$ cat src/sv/rhvc_pkg.sv
package rhvc_pkg;

  localparam int MAX_ROWS = 16;
  localparam int MAX_COLS = 64;

  localparam int ROW_W = 4;
  localparam int COL_W = 6;
  localparam int CNT_W = 7;
  localparam int ROWS_CFG_W = 5;
  localparam int COLS_CFG_W = 7;
  localparam int CFG_IDX_W = 1;
  localparam int CFG_DATA_W = 7;

  typedef enum logic [1:0] {
    MODE_LOAD      = 2'd0,
    MODE_ASSIGN    = 2'd1,
    MODE_RECOMPUTE = 2'd2,
    MODE_CHANGE    = 2'd3
  } mode_t;

  typedef enum logic [CFG_IDX_W-1:0] {
    REG_ROWS_USED = 1'b0,
    REG_COLS_USED = 1'b1
  } cfg_reg_t;

  typedef enum logic [1:0] {
    ST_IDLE,
    ST_CHG,
    ST_RC,
    ST_EMIT
  } state_t;

  typedef enum logic [2:0] {
    CELL_HOLD,
    CELL_CLEAR,
    CELL_ACC,
    CELL_STEP,
    CELL_ROTATE
  } cell_op_t;

  typedef struct packed {
    cell_op_t               op;
    logic [COLS_CFG_W-1:0]  ncols;
  } cell_ctl_t;

  typedef struct packed {
    mode_t              mode;
    logic [COL_W-1:0]   column;
    logic [ROW_W-1:0]   row;
    logic               bit_req;
  } req_t;

  typedef struct packed {
    logic [ROW_W-1:0]   row_index;
    logic [CNT_W-1:0]   violations;
    logic               last;
  } rsp_t;

endpackage

$ cat src/sv/rhvc_table.sv
module rhvc_table (
  input  logic                             clk,
  input  logic                             we,
  input  logic [rhvc_pkg::COL_W-1:0]       wcol,
  input  logic [rhvc_pkg::ROW_W-1:0]       wrow,
  input  logic                             wbit,
  input  logic [rhvc_pkg::COL_W-1:0]       raddr,
  output logic [rhvc_pkg::MAX_ROWS-1:0]    rdata
);

  logic [rhvc_pkg::MAX_ROWS-1:0] mem [rhvc_pkg::MAX_COLS];

  always_ff @(posedge clk) begin
    if (we) begin
      mem[wcol][wrow] <= wbit;
    end
  end

  always_ff @(posedge clk) begin
    rdata <= mem[raddr];
  end

endmodule

$ cat src/sv/rhvc_cell.sv
module rhvc_cell (
  input  logic                          clk,
  input  logic                          rst,
  input  rhvc_pkg::cell_ctl_t           ctl,
  input  logic                          en,
  input  logic                          diff,
  input  logic [rhvc_pkg::CNT_W-1:0]    nbr_cnt,
  output logic [rhvc_pkg::CNT_W-1:0]    cnt
);

  logic [rhvc_pkg::CNT_W-1:0] cnt_next;

  always_comb begin
    cnt_next = cnt;
    case (ctl.op)
      rhvc_pkg::CELL_CLEAR: begin
        if (en) cnt_next = '0;
      end
      rhvc_pkg::CELL_ACC: begin
        if (en && diff) cnt_next = cnt + 1'b1;
      end
      rhvc_pkg::CELL_STEP: begin
        if (en) begin
          if (diff) begin
            if (cnt < ctl.ncols) cnt_next = cnt + 1'b1;
          end else begin
            if (cnt != '0) cnt_next = cnt - 1'b1;
          end
        end
      end
      rhvc_pkg::CELL_ROTATE: begin
        cnt_next = nbr_cnt;
      end
      default: begin
        cnt_next = cnt;
      end
    endcase
  end

  always_ff @(posedge clk) begin
    if (rst) begin
      cnt <= '0;
    end else begin
      cnt <= cnt_next;
    end
  end

endmodule

$ cat src/sv/row_hamming_violation_counter.sv
// Row Hamming violation counter.
// Request channel (req_valid, req_stall, req) carries one transaction per
// operation: load a table bit, assign a variable bit, recompute every row in
// use, or change one variable. Response channel (rsp_valid, rsp_stall, rsp)
// returns one transaction per row in use, rows in ascending order, last
// set on the final row. Load, assign and a change that alters nothing or
// names a column not in use produce no response.
// Load and assign leave the block idle. A change reads the table word, updates
// the row counts and then rotates the row ring past the output register. A
// recompute reads the columns in use (one table word a cycle from the column
// memory) and then does the same rotation. req_stall is high from the
// accepting edge to the end of the rotation.
// Rsp stall freezes the ring while rows remain to report; the pending
// transaction holds in the output register.
// Reset (synchronous, active high) sets rows_used to 16, cols_used to 64,
// every variable bit and row count to zero. Table bits are undefined until
// loaded. cfg_we writes register cfg_index with cfg_data; write only when idle.
module row_hamming_violation_counter (
  input  logic                                clk,
  input  logic                                rst,
  input  logic                                req_valid,
  output logic                                req_stall,
  input  rhvc_pkg::req_t                      req,
  output logic                                rsp_valid,
  input  logic                                rsp_stall,
  output rhvc_pkg::rsp_t                      rsp,
  input  logic                                cfg_we,
  input  logic [rhvc_pkg::CFG_IDX_W-1:0]      cfg_index,
  input  logic [rhvc_pkg::CFG_DATA_W-1:0]     cfg_data
);

  localparam int NR = rhvc_pkg::MAX_ROWS;

  rhvc_pkg::state_t                     state, state_next;
  logic [rhvc_pkg::ROWS_CFG_W-1:0]      rows_used;
  logic [rhvc_pkg::COLS_CFG_W-1:0]      cols_used;
  logic [rhvc_pkg::ROWS_CFG_W-1:0]      nrows;
  logic [rhvc_pkg::COLS_CFG_W-1:0]      ncols;
  logic [rhvc_pkg::MAX_COLS-1:0]        var_bits, var_bits_next;
  logic [rhvc_pkg::COLS_CFG_W-1:0]      col_cnt, col_cnt_next;
  logic [rhvc_pkg::ROW_W-1:0]           emit_idx, emit_idx_next;
  logic                                 abit, abit_next;
  logic [rhvc_pkg::COL_W-1:0]           rd_addr;
  logic [NR-1:0]                        rd_word;
  logic                                 tbl_we;
  logic                                 accept;
  logic                                 emitting;
  logic                                 rsp_free;
  logic                                 rsp_load;
  rhvc_pkg::cell_ctl_t                  ctl;
  logic [rhvc_pkg::CNT_W-1:0]           cnt [NR];

  assign accept = req_valid && !req_stall;
  assign req_stall = (state != rhvc_pkg::ST_IDLE);

  always_comb begin
    if (rows_used == '0) begin
      nrows = rhvc_pkg::ROWS_CFG_W'(1);
    end else if (rows_used > rhvc_pkg::ROWS_CFG_W'(NR)) begin
      nrows = rhvc_pkg::ROWS_CFG_W'(NR);
    end else begin
      nrows = rows_used;
    end
    if (cols_used == '0) begin
      ncols = rhvc_pkg::COLS_CFG_W'(1);
    end else if (cols_used > rhvc_pkg::COLS_CFG_W'(rhvc_pkg::MAX_COLS)) begin
      ncols = rhvc_pkg::COLS_CFG_W'(rhvc_pkg::MAX_COLS);
    end else begin
      ncols = cols_used;
    end
  end

  always_ff @(posedge clk) begin
    if (rst) begin
      rows_used <= rhvc_pkg::ROWS_CFG_W'(16);
      cols_used <= rhvc_pkg::COLS_CFG_W'(64);
    end else if (cfg_we) begin
      case (cfg_index)
        rhvc_pkg::REG_ROWS_USED: rows_used <= cfg_data[rhvc_pkg::ROWS_CFG_W-1:0];
        rhvc_pkg::REG_COLS_USED: cols_used <= cfg_data[rhvc_pkg::COLS_CFG_W-1:0];
        default: begin
        end
      endcase
    end
  end

  assign emitting = ({1'b0, emit_idx} < nrows);
  assign rsp_free = !rsp_valid || !rsp_stall;
  assign rsp_load = (state == rhvc_pkg::ST_EMIT) && emitting && rsp_free;

  always_comb begin
    state_next    = state;
    var_bits_next = var_bits;
    col_cnt_next  = col_cnt;
    emit_idx_next = emit_idx;
    abit_next     = abit;
    rd_addr       = req.column;
    tbl_we        = 1'b0;
    ctl.op        = rhvc_pkg::CELL_HOLD;
    ctl.ncols     = ncols;
    case (state)
      rhvc_pkg::ST_IDLE: begin
        if (accept) begin
          case (req.mode)
            rhvc_pkg::MODE_LOAD: begin
              tbl_we = 1'b1;
            end
            rhvc_pkg::MODE_ASSIGN: begin
              var_bits_next[req.column] = req.bit_req;
            end
            rhvc_pkg::MODE_RECOMPUTE: begin
              ctl.op       = rhvc_pkg::CELL_CLEAR;
              rd_addr      = '0;
              abit_next    = var_bits[0];
              col_cnt_next = rhvc_pkg::COLS_CFG_W'(1);
              state_next   = rhvc_pkg::ST_RC;
            end
            rhvc_pkg::MODE_CHANGE: begin
              if (var_bits[req.column] != req.bit_req) begin
                var_bits_next[req.column] = req.bit_req;
                if ({1'b0, req.column} < ncols) begin
                  abit_next  = req.bit_req;
                  state_next = rhvc_pkg::ST_CHG;
                end
              end
            end
            default: begin
            end
          endcase
        end
      end
      rhvc_pkg::ST_CHG: begin
        ctl.op        = rhvc_pkg::CELL_STEP;
        emit_idx_next = '0;
        state_next    = rhvc_pkg::ST_EMIT;
      end
      rhvc_pkg::ST_RC: begin
        ctl.op = rhvc_pkg::CELL_ACC;
        if (col_cnt == ncols) begin
          emit_idx_next = '0;
          state_next    = rhvc_pkg::ST_EMIT;
        end else begin
          rd_addr      = col_cnt[rhvc_pkg::COL_W-1:0];
          abit_next    = var_bits[col_cnt[rhvc_pkg::COL_W-1:0]];
          col_cnt_next = col_cnt + 1'b1;
        end
      end
      rhvc_pkg::ST_EMIT: begin
        if (!emitting || rsp_free) begin
          ctl.op        = rhvc_pkg::CELL_ROTATE;
          emit_idx_next = emit_idx + 1'b1;
          if (emit_idx == rhvc_pkg::ROW_W'(NR - 1)) begin
            state_next = rhvc_pkg::ST_IDLE;
          end
        end
      end
      default: begin
        state_next = rhvc_pkg::ST_IDLE;
      end
    endcase
  end

  always_ff @(posedge clk) begin
    if (rst) begin
      state    <= rhvc_pkg::ST_IDLE;
      var_bits <= '0;
      col_cnt  <= '0;
      emit_idx <= '0;
    end else begin
      state    <= state_next;
      var_bits <= var_bits_next;
      col_cnt  <= col_cnt_next;
      emit_idx <= emit_idx_next;
    end
  end

  always_ff @(posedge clk) begin
    abit <= abit_next;
  end

  rhvc_table u_table (
    .clk   (clk),
    .we    (tbl_we),
    .wcol  (req.column),
    .wrow  (req.row),
    .wbit  (req.bit_req),
    .raddr (rd_addr),
    .rdata (rd_word)
  );

  for (genvar i = 0; i < NR; i++) begin : g_cell
    rhvc_cell u_cell (
      .clk     (clk),
      .rst     (rst),
      .ctl     (ctl),
      .en      (rhvc_pkg::ROWS_CFG_W'(i) < nrows),
      .diff    (rd_word[i] ^ abit),
      .nbr_cnt (cnt[(i + 1) % NR]),
      .cnt     (cnt[i])
    );
  end

  always_ff @(posedge clk) begin
    if (rst) begin
      rsp_valid <= 1'b0;
    end else if (rsp_load) begin
      rsp_valid <= 1'b1;
    end else if (!rsp_stall) begin
      rsp_valid <= 1'b0;
    end
  end

  always_ff @(posedge clk) begin
    if (rsp_load) begin
      rsp.row_index  <= emit_idx;
      rsp.violations <= cnt[0];
      rsp.last       <= (({1'b0, emit_idx} + 1'b1) == nrows);
    end
  end

  a_rc_starts: assert property (@(posedge clk) disable iff (rst)
    accept && req.mode == rhvc_pkg::MODE_RECOMPUTE |=> state == rhvc_pkg::ST_RC)
    else $error("recompute did not start the column walk");

  a_load_quiet: assert property (@(posedge clk) disable iff (rst)
    accept && (req.mode == rhvc_pkg::MODE_LOAD || req.mode == rhvc_pkg::MODE_ASSIGN)
    |=> state == rhvc_pkg::ST_IDLE)
    else $error("load or assign left the block busy");

  a_last_row: assert property (@(posedge clk) disable iff (rst)
    rsp_load |=> rsp.last == ({1'b0, rsp.row_index} + 1'b1 == nrows))
    else $error("last flag does not match final row");

  a_emit_done: assert property (@(posedge clk) disable iff (rst)
    state == rhvc_pkg::ST_EMIT && !emitting && emit_idx == rhvc_pkg::ROW_W'(NR - 1)
    |=> state == rhvc_pkg::ST_IDLE)
    else $error("ring rotation did not finish");

endmodule

$ cat config.mk
export PLATFORM = sky130hd
export DESIGN_NAME = row_hamming_violation_counter
export DESIGN_NICKNAME = d
export VERILOG_FILES = /design/src/sv/rhvc_pkg.sv /design/src/sv/rhvc_table.sv /design/src/sv/rhvc_cell.sv /design/src/sv/row_hamming_violation_counter.sv
export SDC_FILE = /design/constraint.sdc
export NUM_CORES = 2
export LEC_CHECK = 0
export ABC_AREA = 1
export BUFFER_PORTS_ARGS = -buffer_cell sky130_fd_sc_hd__buf_2
export CAP_MARGIN = 20
export CELL_PAD_IN_SITES_DETAIL_PLACEMENT = 0
export CELL_PAD_IN_SITES_GLOBAL_PLACEMENT = 1
export CORE_MARGIN = 2
export CORE_UTILIZATION = 49
export CTS_CLUSTER_SIZE = 14
export DETAILED_ROUTE_END_ITERATION = 10
export GPL_ROUTABILITY_DRIVEN = 0
export PLACE_DENSITY_LB_ADDON = 0.1
export SLEW_MARGIN = 20
export SYNTH_ARGS = -nofsm -noshare
export SYNTH_HDL_FRONTEND = slang
export SYNTH_HIERARCHICAL = 1
export SYNTH_SLANG_ARGS = --single-unit
$ cat constraint.sdc
create_clock -name clk -period 5 [get_ports clk]
set_input_delay 1.5 -clock clk [delete_from_list [all_inputs] [get_ports clk]]
set_output_delay 1.5 -clock clk [all_outputs]
set_load 0.01 [all_outputs]
# Word-level counts from Yosys, hierarchy flattened
# Memory sizes are Yosys's and may differ from the RTL's. A register that Yosys moved wholly into a read port is not among the register bits.
# Cells that the tools add are included.
[totals] inputBits=26 reg_bits=215 rom_bits=0 wordCells=464 ram_bits=1024 latch_bits=0 memories=1
[classes] n_eq_ne=105 bitwise=17 mul=0 reduce_logical=75 n_shift=0 add_sub_neg=35 div=0 mux=163 order_cmp=41
[memory_table] name="u_table.mem" depth=64 word_bits=16 read_ports=1 rd_ports_with_merged_regs=1 write_ports=1 line_no="rhvc_table.sv:11" text="logic [rhvc_pkg::MAX_ROWS-1:0] mem [rhvc_pkg::MAX_COLS];"
[ops] op="two-way mux 7 bit" n=101
[ops] op="case mux 7 bit (4 select lines)" n=16
[ops] op="case mux 64 bit (2 select lines)" n=1
[ops] op="adder 7 x 1 -> 7 bit, second input constant" n=17
[ops] op="< comparator 7 bit" n=16
[ops] op="nonzero test 7 bit" n=16
[ops] op="subtractor 7 x 1 -> 7 bit, second input constant" n=16
[ops] op="inequality test 2 x 1 -> 1 bit, second input constant" n=52
[ops] op="AND reduction 6 bit" n=17
[ops] op="bitwise mux 64 bit" n=1
[ops] op="two-way mux 64 bit" n=1
[ops] op="inequality test 3 bit, second input constant" n=18
[ops] op="inequality test 3 x 1 -> 1 bit, second input constant" n=17
[ops] op="< comparator 4 x 5 -> 1 bit, first input constant" n=8
[ops] op="logical AND 1 bit" n=21
[ops] op="< comparator 3 x 5 -> 1 bit, first input constant" n=4
[ops] op="two-way mux 6 bit" n=3
[ops] op="two-way mux 1 bit" n=16
[ops] op="two-way mux 16 bit" n=1
[ops] op="XOR 1 bit" n=16
[ops] op="< comparator 6 x 7 -> 1 bit, second input constant" n=2
[ops] op="case mux 7 bit (2 select lines)" n=1
[ops] op="binary-select mux 1 bit (select 6 bit)" n=2
[ops] op="two-way mux 2 bit" n=6
[ops] op="other kinds (45)" n=67

# Longest topological paths before layout
[depth] depth_word=11 depth_mapped=27

# Modules after synthesis
# Netlist, hierarchy kept.
[modules_own_cells] mod="rhvc_table" area_per_inst_um2=46261.9 cells_per_inst=4756 instances=1
[modules_own_cells] mod="rhvc_cell" area_per_inst_um2=892.1 cells_per_inst=162 instances=16
[modules_own_cells] mod="row_hamming_violation_counter" area_per_inst_um2=7389.6 cells_per_inst=1173 instances=1

# Worst setup path after synthesis
# OpenSTA, ideal clock, no wires.
[synth_path] path_type="input port to flip-flop" start="in req[12] in the netlist's numbering" end="reg g_cell[0].u_cell/cnt[3] in the netlist's numbering" required_time_ps=4886 path_stages=12 setup_ps=114 slack_ps=235 t_arrival_ps=4651 path_cell_list="inv_1 > nor2_1 > a21oi_1 > nor2_1 > nand3_1 > inv_1 > nand4_1 > nand3_2 > buf_6 > nand2_1 > nand2_1 > nor2_2"
[synth_lines] element="start, declared" line_no="row_hamming_violation_counter.sv:23" text="input rhvc_pkg::req_t req,"
[synth_lines] element="end signal, assigned" line_no="rhvc_cell.sv:44" text="cnt <= cnt_next;"
[synth_lines] element="end, declared" line_no="rhvc_cell.sv:8" text="output logic [rhvc_pkg::CNT_W-1:0] cnt"

# Worst setup path after layout
[layout_path] start="reg cols_used[6] in the netlist's numbering" end="reg u_table/rdata[1] in the netlist's numbering (read register of u_table.mem)"
[layout_between] elab_chain_len=6 word_cells_on_any_way=7 cone_classes="order compare (1); eq/ne (1); mux (4); reduce/logical (1)"
[layout_lines] element="start, declared" line_no="row_hamming_violation_counter.sv:36" text="logic [rhvc_pkg::COLS_CFG_W-1:0] cols_used;"
[layout_lines] element="start signal, assigned" line_no="row_hamming_violation_counter.sv:76" text="cols_used <= rhvc_pkg::COLS_CFG_W'(64);"
[layout_lines] element="start signal, assigned" line_no="row_hamming_violation_counter.sv:80" text="rhvc_pkg::REG_COLS_USED: cols_used <= cfg_data[rhvc_pkg::COLS_CFG_W-1:0];"
[layout_lines] element="> comparator 7 bit" line_no="row_hamming_violation_counter.sv:66" text="end else if (cols_used > rhvc_pkg::COLS_CFG_W'(rhvc_pkg::MAX_COLS)) begin"
[layout_lines] element="two-way mux 7 bit" line_no="row_hamming_violation_counter.sv:66"
[layout_lines] element="two-way mux 7 bit (*)" line_no="row_hamming_violation_counter.sv:64" text="if (cols_used == '0) begin"
[layout_lines] element="equality test 7 bit (*)" line_no="row_hamming_violation_counter.sv:139" text="if (col_cnt == ncols) begin"
[layout_lines] element="two-way mux 6 bit (*)" line_no="row_hamming_violation_counter.sv:139"
[layout_lines] element="case mux 6 bit (2 select lines) (*)" line_no="row_hamming_violation_counter.sv:101" text="case (state)"
[layout_lines] element="net rd_addr, one bit" line_no="row_hamming_violation_counter.sv:43" text="logic [rhvc_pkg::COL_W-1:0] rd_addr;"
[layout_lines] element="end, declared" line_no="rhvc_table.sv:8" text="output logic [rhvc_pkg::MAX_ROWS-1:0] rdata"
# Mark *: on every way through the listed nets, which the timed path passes. The rest lies on a longest branch.
# A chain may end at the register's enable or synchronous reset.

==> impl_results.rst <==
.. list-table::
   :header-rows: 1

   * - Metric
     - Value
   * - Final period demand of the worst path
     - 4.67 ns
   * - Slew @ Worst Pin
     - 1.18 ns
   * - Worst R2R Setup Slack
     - 0.33 ns
   * - Area of all sequential standard cells
     - 35500 um2
   * - Final setup fails
     - 0
   * - Core outline area
     - 137000 um2
   * - Max Clock Freq
     - 214 MHz
   * - RSZ-0062 raised after global routing
     - no
   * - 1st-iter DRT viols
     - 5925
   * - Total gr overflow
     - 0
   * - Cells resized by post-CTS repair
     - 0
   * - Hold Violations, Final
     - 0
   * - Synth Register Bits
     - 1255
   * - Cell count of the worst hold path
     - 2
   * - Routed wire length
     - 212000 um
   * - Area delta synth->final
     - 9.36%
   * - Setup total negative slack
     - 0 ns
   * - Number of global-route vias before repair
     - 53400
   * - Final layout net count
     - 8541
   * - Crit Reg-Reg Endpoint
     - u_table/rdata[1]$_DFF_P_
   * - Relative slew margins
     - 0.211
   * - Die height
     - 376 um
   * - Pin count of the biggest net entering global routing
     - 261
   * - Fraction of power spent switching nets
     - 0.405
   * - Avg Synthesized Cell Area
     - 7.97 um2
   * - Initial core utilization
     - 0.494
   * - Startpoint of the lowest-slack register-to-register path
     - cols_used[6]$_SDFFE_PP1P_
   * - Maximum clock skew at final layout
     - 0.0259 ns
   * - Total DRC errors in the routed layout
     - 0
   * - CTS tree
     - built
   * - Type of the worst min-delay path
     - reg -> reg
   * - Switching power summed over all nets
     - 0.0146 W
   * - Non-Filler Instances
     - 10300
   * - Power Dens Cells
     - 486 nW/um2
   * - Worst voltage drop across the vdd grid
     - 0.369 mV
   * - Number of synthesis warnings
     - 6
   * - Clock H-tree levels
     - 4
   * - Run status
     - finished clean
   * - Hold Path Origin
     - cols_used[0]$_SDFFE_PP0P_
   * - Number of optimization iterations in the first detailed-route pass
     - 6
   * - Reg2reg path depth
     - 20
   * - Number of hold buffers added after cts
     - 0
   * - Share of the synthesized area in the top cell type
     - 0.458
   * - Worst endpoint required time
     - 5.71 ns
   * - Capture endpoint of the worst hold path
     - cols_used[0]$_SDFFE_PP0P_
   * - Endpoint class of the critical path
     - flip-flop
   * - Post-synth cell types
     - 46
   * - Buffers inserted by post-CTS timing repair
     - 0
   * - Max Cap Viol
     - 0
   * - Gate Count Post-Synth
     - 8521
   * - Leading cell type in the layout, fill and taps excluded
     - sky130_fd_sc_hd__nand2_1
   * - Leading cell types in the layout, fill and taps excluded
     - sky130_fd_sc_hd__nand2_1, sky130_fd_sc_hd__nor2_1, sky130_fd_sc_hd__nand3_1
   * - Ratio of cells with drive above 1 in the final layout
     - 0.0741
   * - Worst Setup Slack post-DPL
     - 0.197 ns
   * - Count of flip-flops with a built-in enable after synthesis
     - 1037
   * - Synth area leader
     - sky130_fd_sc_hd__edfxtp_1
   * - Post-Syn Nets
     - 8690
   * - Worst-path maximum fanout
     - 186
   * - Multi-input logic area
     - 28000 um2
   * - Number of nets still failing antenna checks after routing
     - 0
   * - Share of power burned in combinational logic
     - 0.361
   * - Min setup slack post-route
     - 0.326 ns
   * - CP max-delay cell
     - sky130_fd_sc_hd__dfxtp_1
   * - Root cell of the clock tree
     - sky130_fd_sc_hd__clkbuf_16
   * - Setup Crit Path Kind
     - reg -> reg
   * - Portion of the post-synthesis area used by sequential elements
     - 0.523
   * - Initial antenna violation count
     - 2
   * - Number of buffers inserted by port buffering
     - 39
   * - Critical path, cell by cell
     - inv_1 > nand2_1 > xor2_1 > nor2_1 > nand3_1 > nor2_1 > nand2_1 > nand2_1 > buf_4 > o21ai_4 > inv_8 > buf_12 > nand2_1 > nand3_1 > nand3_1 > nand2_1 > nand2_1 > nand3_1 > nand3_1 > nand2_1
   * - Clock slew at the register clock pins of the worst setup and hold paths
     - 0.06 ns
   * - Insertion delay of the later-clocked pin in the worst-skew pair
     - 0.79 ns
   * - Maximum count of clock buffers along a single path
     - 3
   * - Floorplan row count
     - 136
   * - Routed wirelength normalized by instance count
     - 20.7 um
   * - Main flop type after synthesis
     - sky130_fd_sc_hd__edfxtp_1
   * - Global-route wire length before repair
     - 323000 um
   * - Critical path data arrival time
     - 5.38 ns
   * - Clock buffer count from CTS
     - 145
   * - Half-perimeter wire length of the detailed placement result
     - 127000 um
   * - Seq pwr share
     - 0.351
   * - Number of slew-limit violations in the final report
     - 0
   * - # placed instances
     - 10000
   * - Clock power share
     - 0.287
   * - Highest cell delay on the worst timing path
     - 0.69 ns
   * - Sinks on Clock Net
     - 1255
   * - Crit path launch type
     - flip-flop
   * - Proportion of synthesized flip-flops having asynchronous set or reset
     - 0
   * - Final clock period utilization by the worst path
     - 0.935
   * - Total via count after detailed routing
     - 57200
   * - Internal power
     - 0.0215 W
   * - Area contributors post-synth
     - sky130_fd_sc_hd__edfxtp_1, sky130_fd_sc_hd__nand2_1, sky130_fd_sc_hd__nor2_1
   * - Overall fraction of global-route tracks in use
     - 0.297
   * - Fill cell instance count of the final layout
     - 13200
   * - CP most frequent cell
     - sky130_fd_sc_hd__nand2_1
   * - IO Pins
     - 40
   * - Die area
     - 142000 um2
   * - Routed vias/inst
     - 5.57
   * - Horizontal die dimension
     - 376 um
   * - Leakage power
     - 29.4 nW
   * - Post-synthesis cell area
     - 67900 um2
## worst max-delay path by stage
stage	startpoint	cells past startpoint	slack (ns)	end
finish	cols_used[6]$_SDFFE_PP1P_	20	0.33	u_table/rdata[1]$_DFF_P_
global route	cols_used[6]$_SDFFE_PP1P_	20	0.08	u_table/rdata[1]$_DFF_P_
CTS	cols_used[6]$_SDFFE_PP1P_	20	0.46	u_table/rdata[1]$_DFF_P_
detailed placement	req[12]	17	0.20	u_table/rdata[4]$_DFF_P_
global placement	req[12]	18	0.21	u_table/rdata[1]$_DFF_P_
floorplan	req[12]	12	0.24	g_cell[0].u_cell/cnt[3]$_SDFFE_PP0P_
## routing by layer
metal  share of wire  vias up  global-route usage  wire length (um)
met5        0.000061        -                   0                13
met2            0.46     2070               0.478             97300
met3           0.073      353              0.0393             15500
met4           0.035        2               0.103              7530
li1                -    27400                   -                 -
met1            0.43    27400               0.413             92000
## kinds of logic (layout without fill, tap and decap cells)
family                     count (synthesis)  in the layout  synth area share
and+or+nand+nor                         5694           5694             0.352
DFF                                     1255           1255             0.523
buffers and inverters                   1091           1053            0.0679
AOI/OAI and AO/OA                        265            265            0.0222
adders and majority gates                143            143            0.0263
xor gates and xnor gates                  72             72           0.00928
other                                      1              2         0.0000552
## cell type report
type	instances	share of cell area
Timing Repair Buffer	171	0.0212
Sequential cell	1255	0.478
Inverter	624	0.0318
Clock buffer	195	0.0533
Multi-Input combinational cell	6175	0.377
Tap cell	1794	0.0302
Antenna cell	1	0.0000337
Clock inverter	63	0.00876
## stage by stage
stage               hold slack, ns  area (um2)  utilization  total power (W)
global placement             0.464       69700        0.507           0.0256
detailed placement           0.479       69700        0.507           0.0258
floorplan                    0.441       67900            -           0.0218
CTS                          0.489       74300        0.540           0.0362
global route                 0.518       74300        0.540           0.0383
finish                       0.483       74300        0.540           0.0361
## synthesized netlist by cell type, drive strengths merged, types with 55 or more instances
library cell	count
nand2	2618
xor2	55
o21ai	114
edfxtp	1037
ha	143
dfxtp	218
nand4	61
buf	213
inv	619
nand3	1263
clkbuf	254
nor2	1701
a21oi	79
o211ai	57
## flip-flops by register name, indices dropped and copies added, names as in the netlist
register,count
u_table/mem,1024
g_cell.u_cell/cnt,112
var_bits,64
u_table/rdata,16
rsp,12
col_cnt,7
cols_used,7
rows_used,5
emit_idx,4
state,2
abit,1
rsp_valid,1
## worst max-delay path, delay by kind of cell, from the launching register on
kind / cells / cell delay, ns
and+or+nand+nor: 14 / 1.94
buffers and inverters: 4 / 1.29
DFF: 1 / 0.69
AOI/OAI and AO/OA: 1 / 0.13
xor gates and xnor gates: 1 / 0.10
## power groups by stage
stage | sequential, W | clock, W | combinational [W]
global route | 0.0128 | 0.0109 | 0.0146
detailed placement | 0.0129 | 0 | 0.0129
finish | 0.0127 | 0.0104 | 0.0130
floorplan | 0.0123 | 0 | 0.00943
global placement | 0.0129 | 0 | 0.0127
CTS | 0.0127 | 0.0106 | 0.0129
Note: power is estimated with default switching activity, not from simulation.
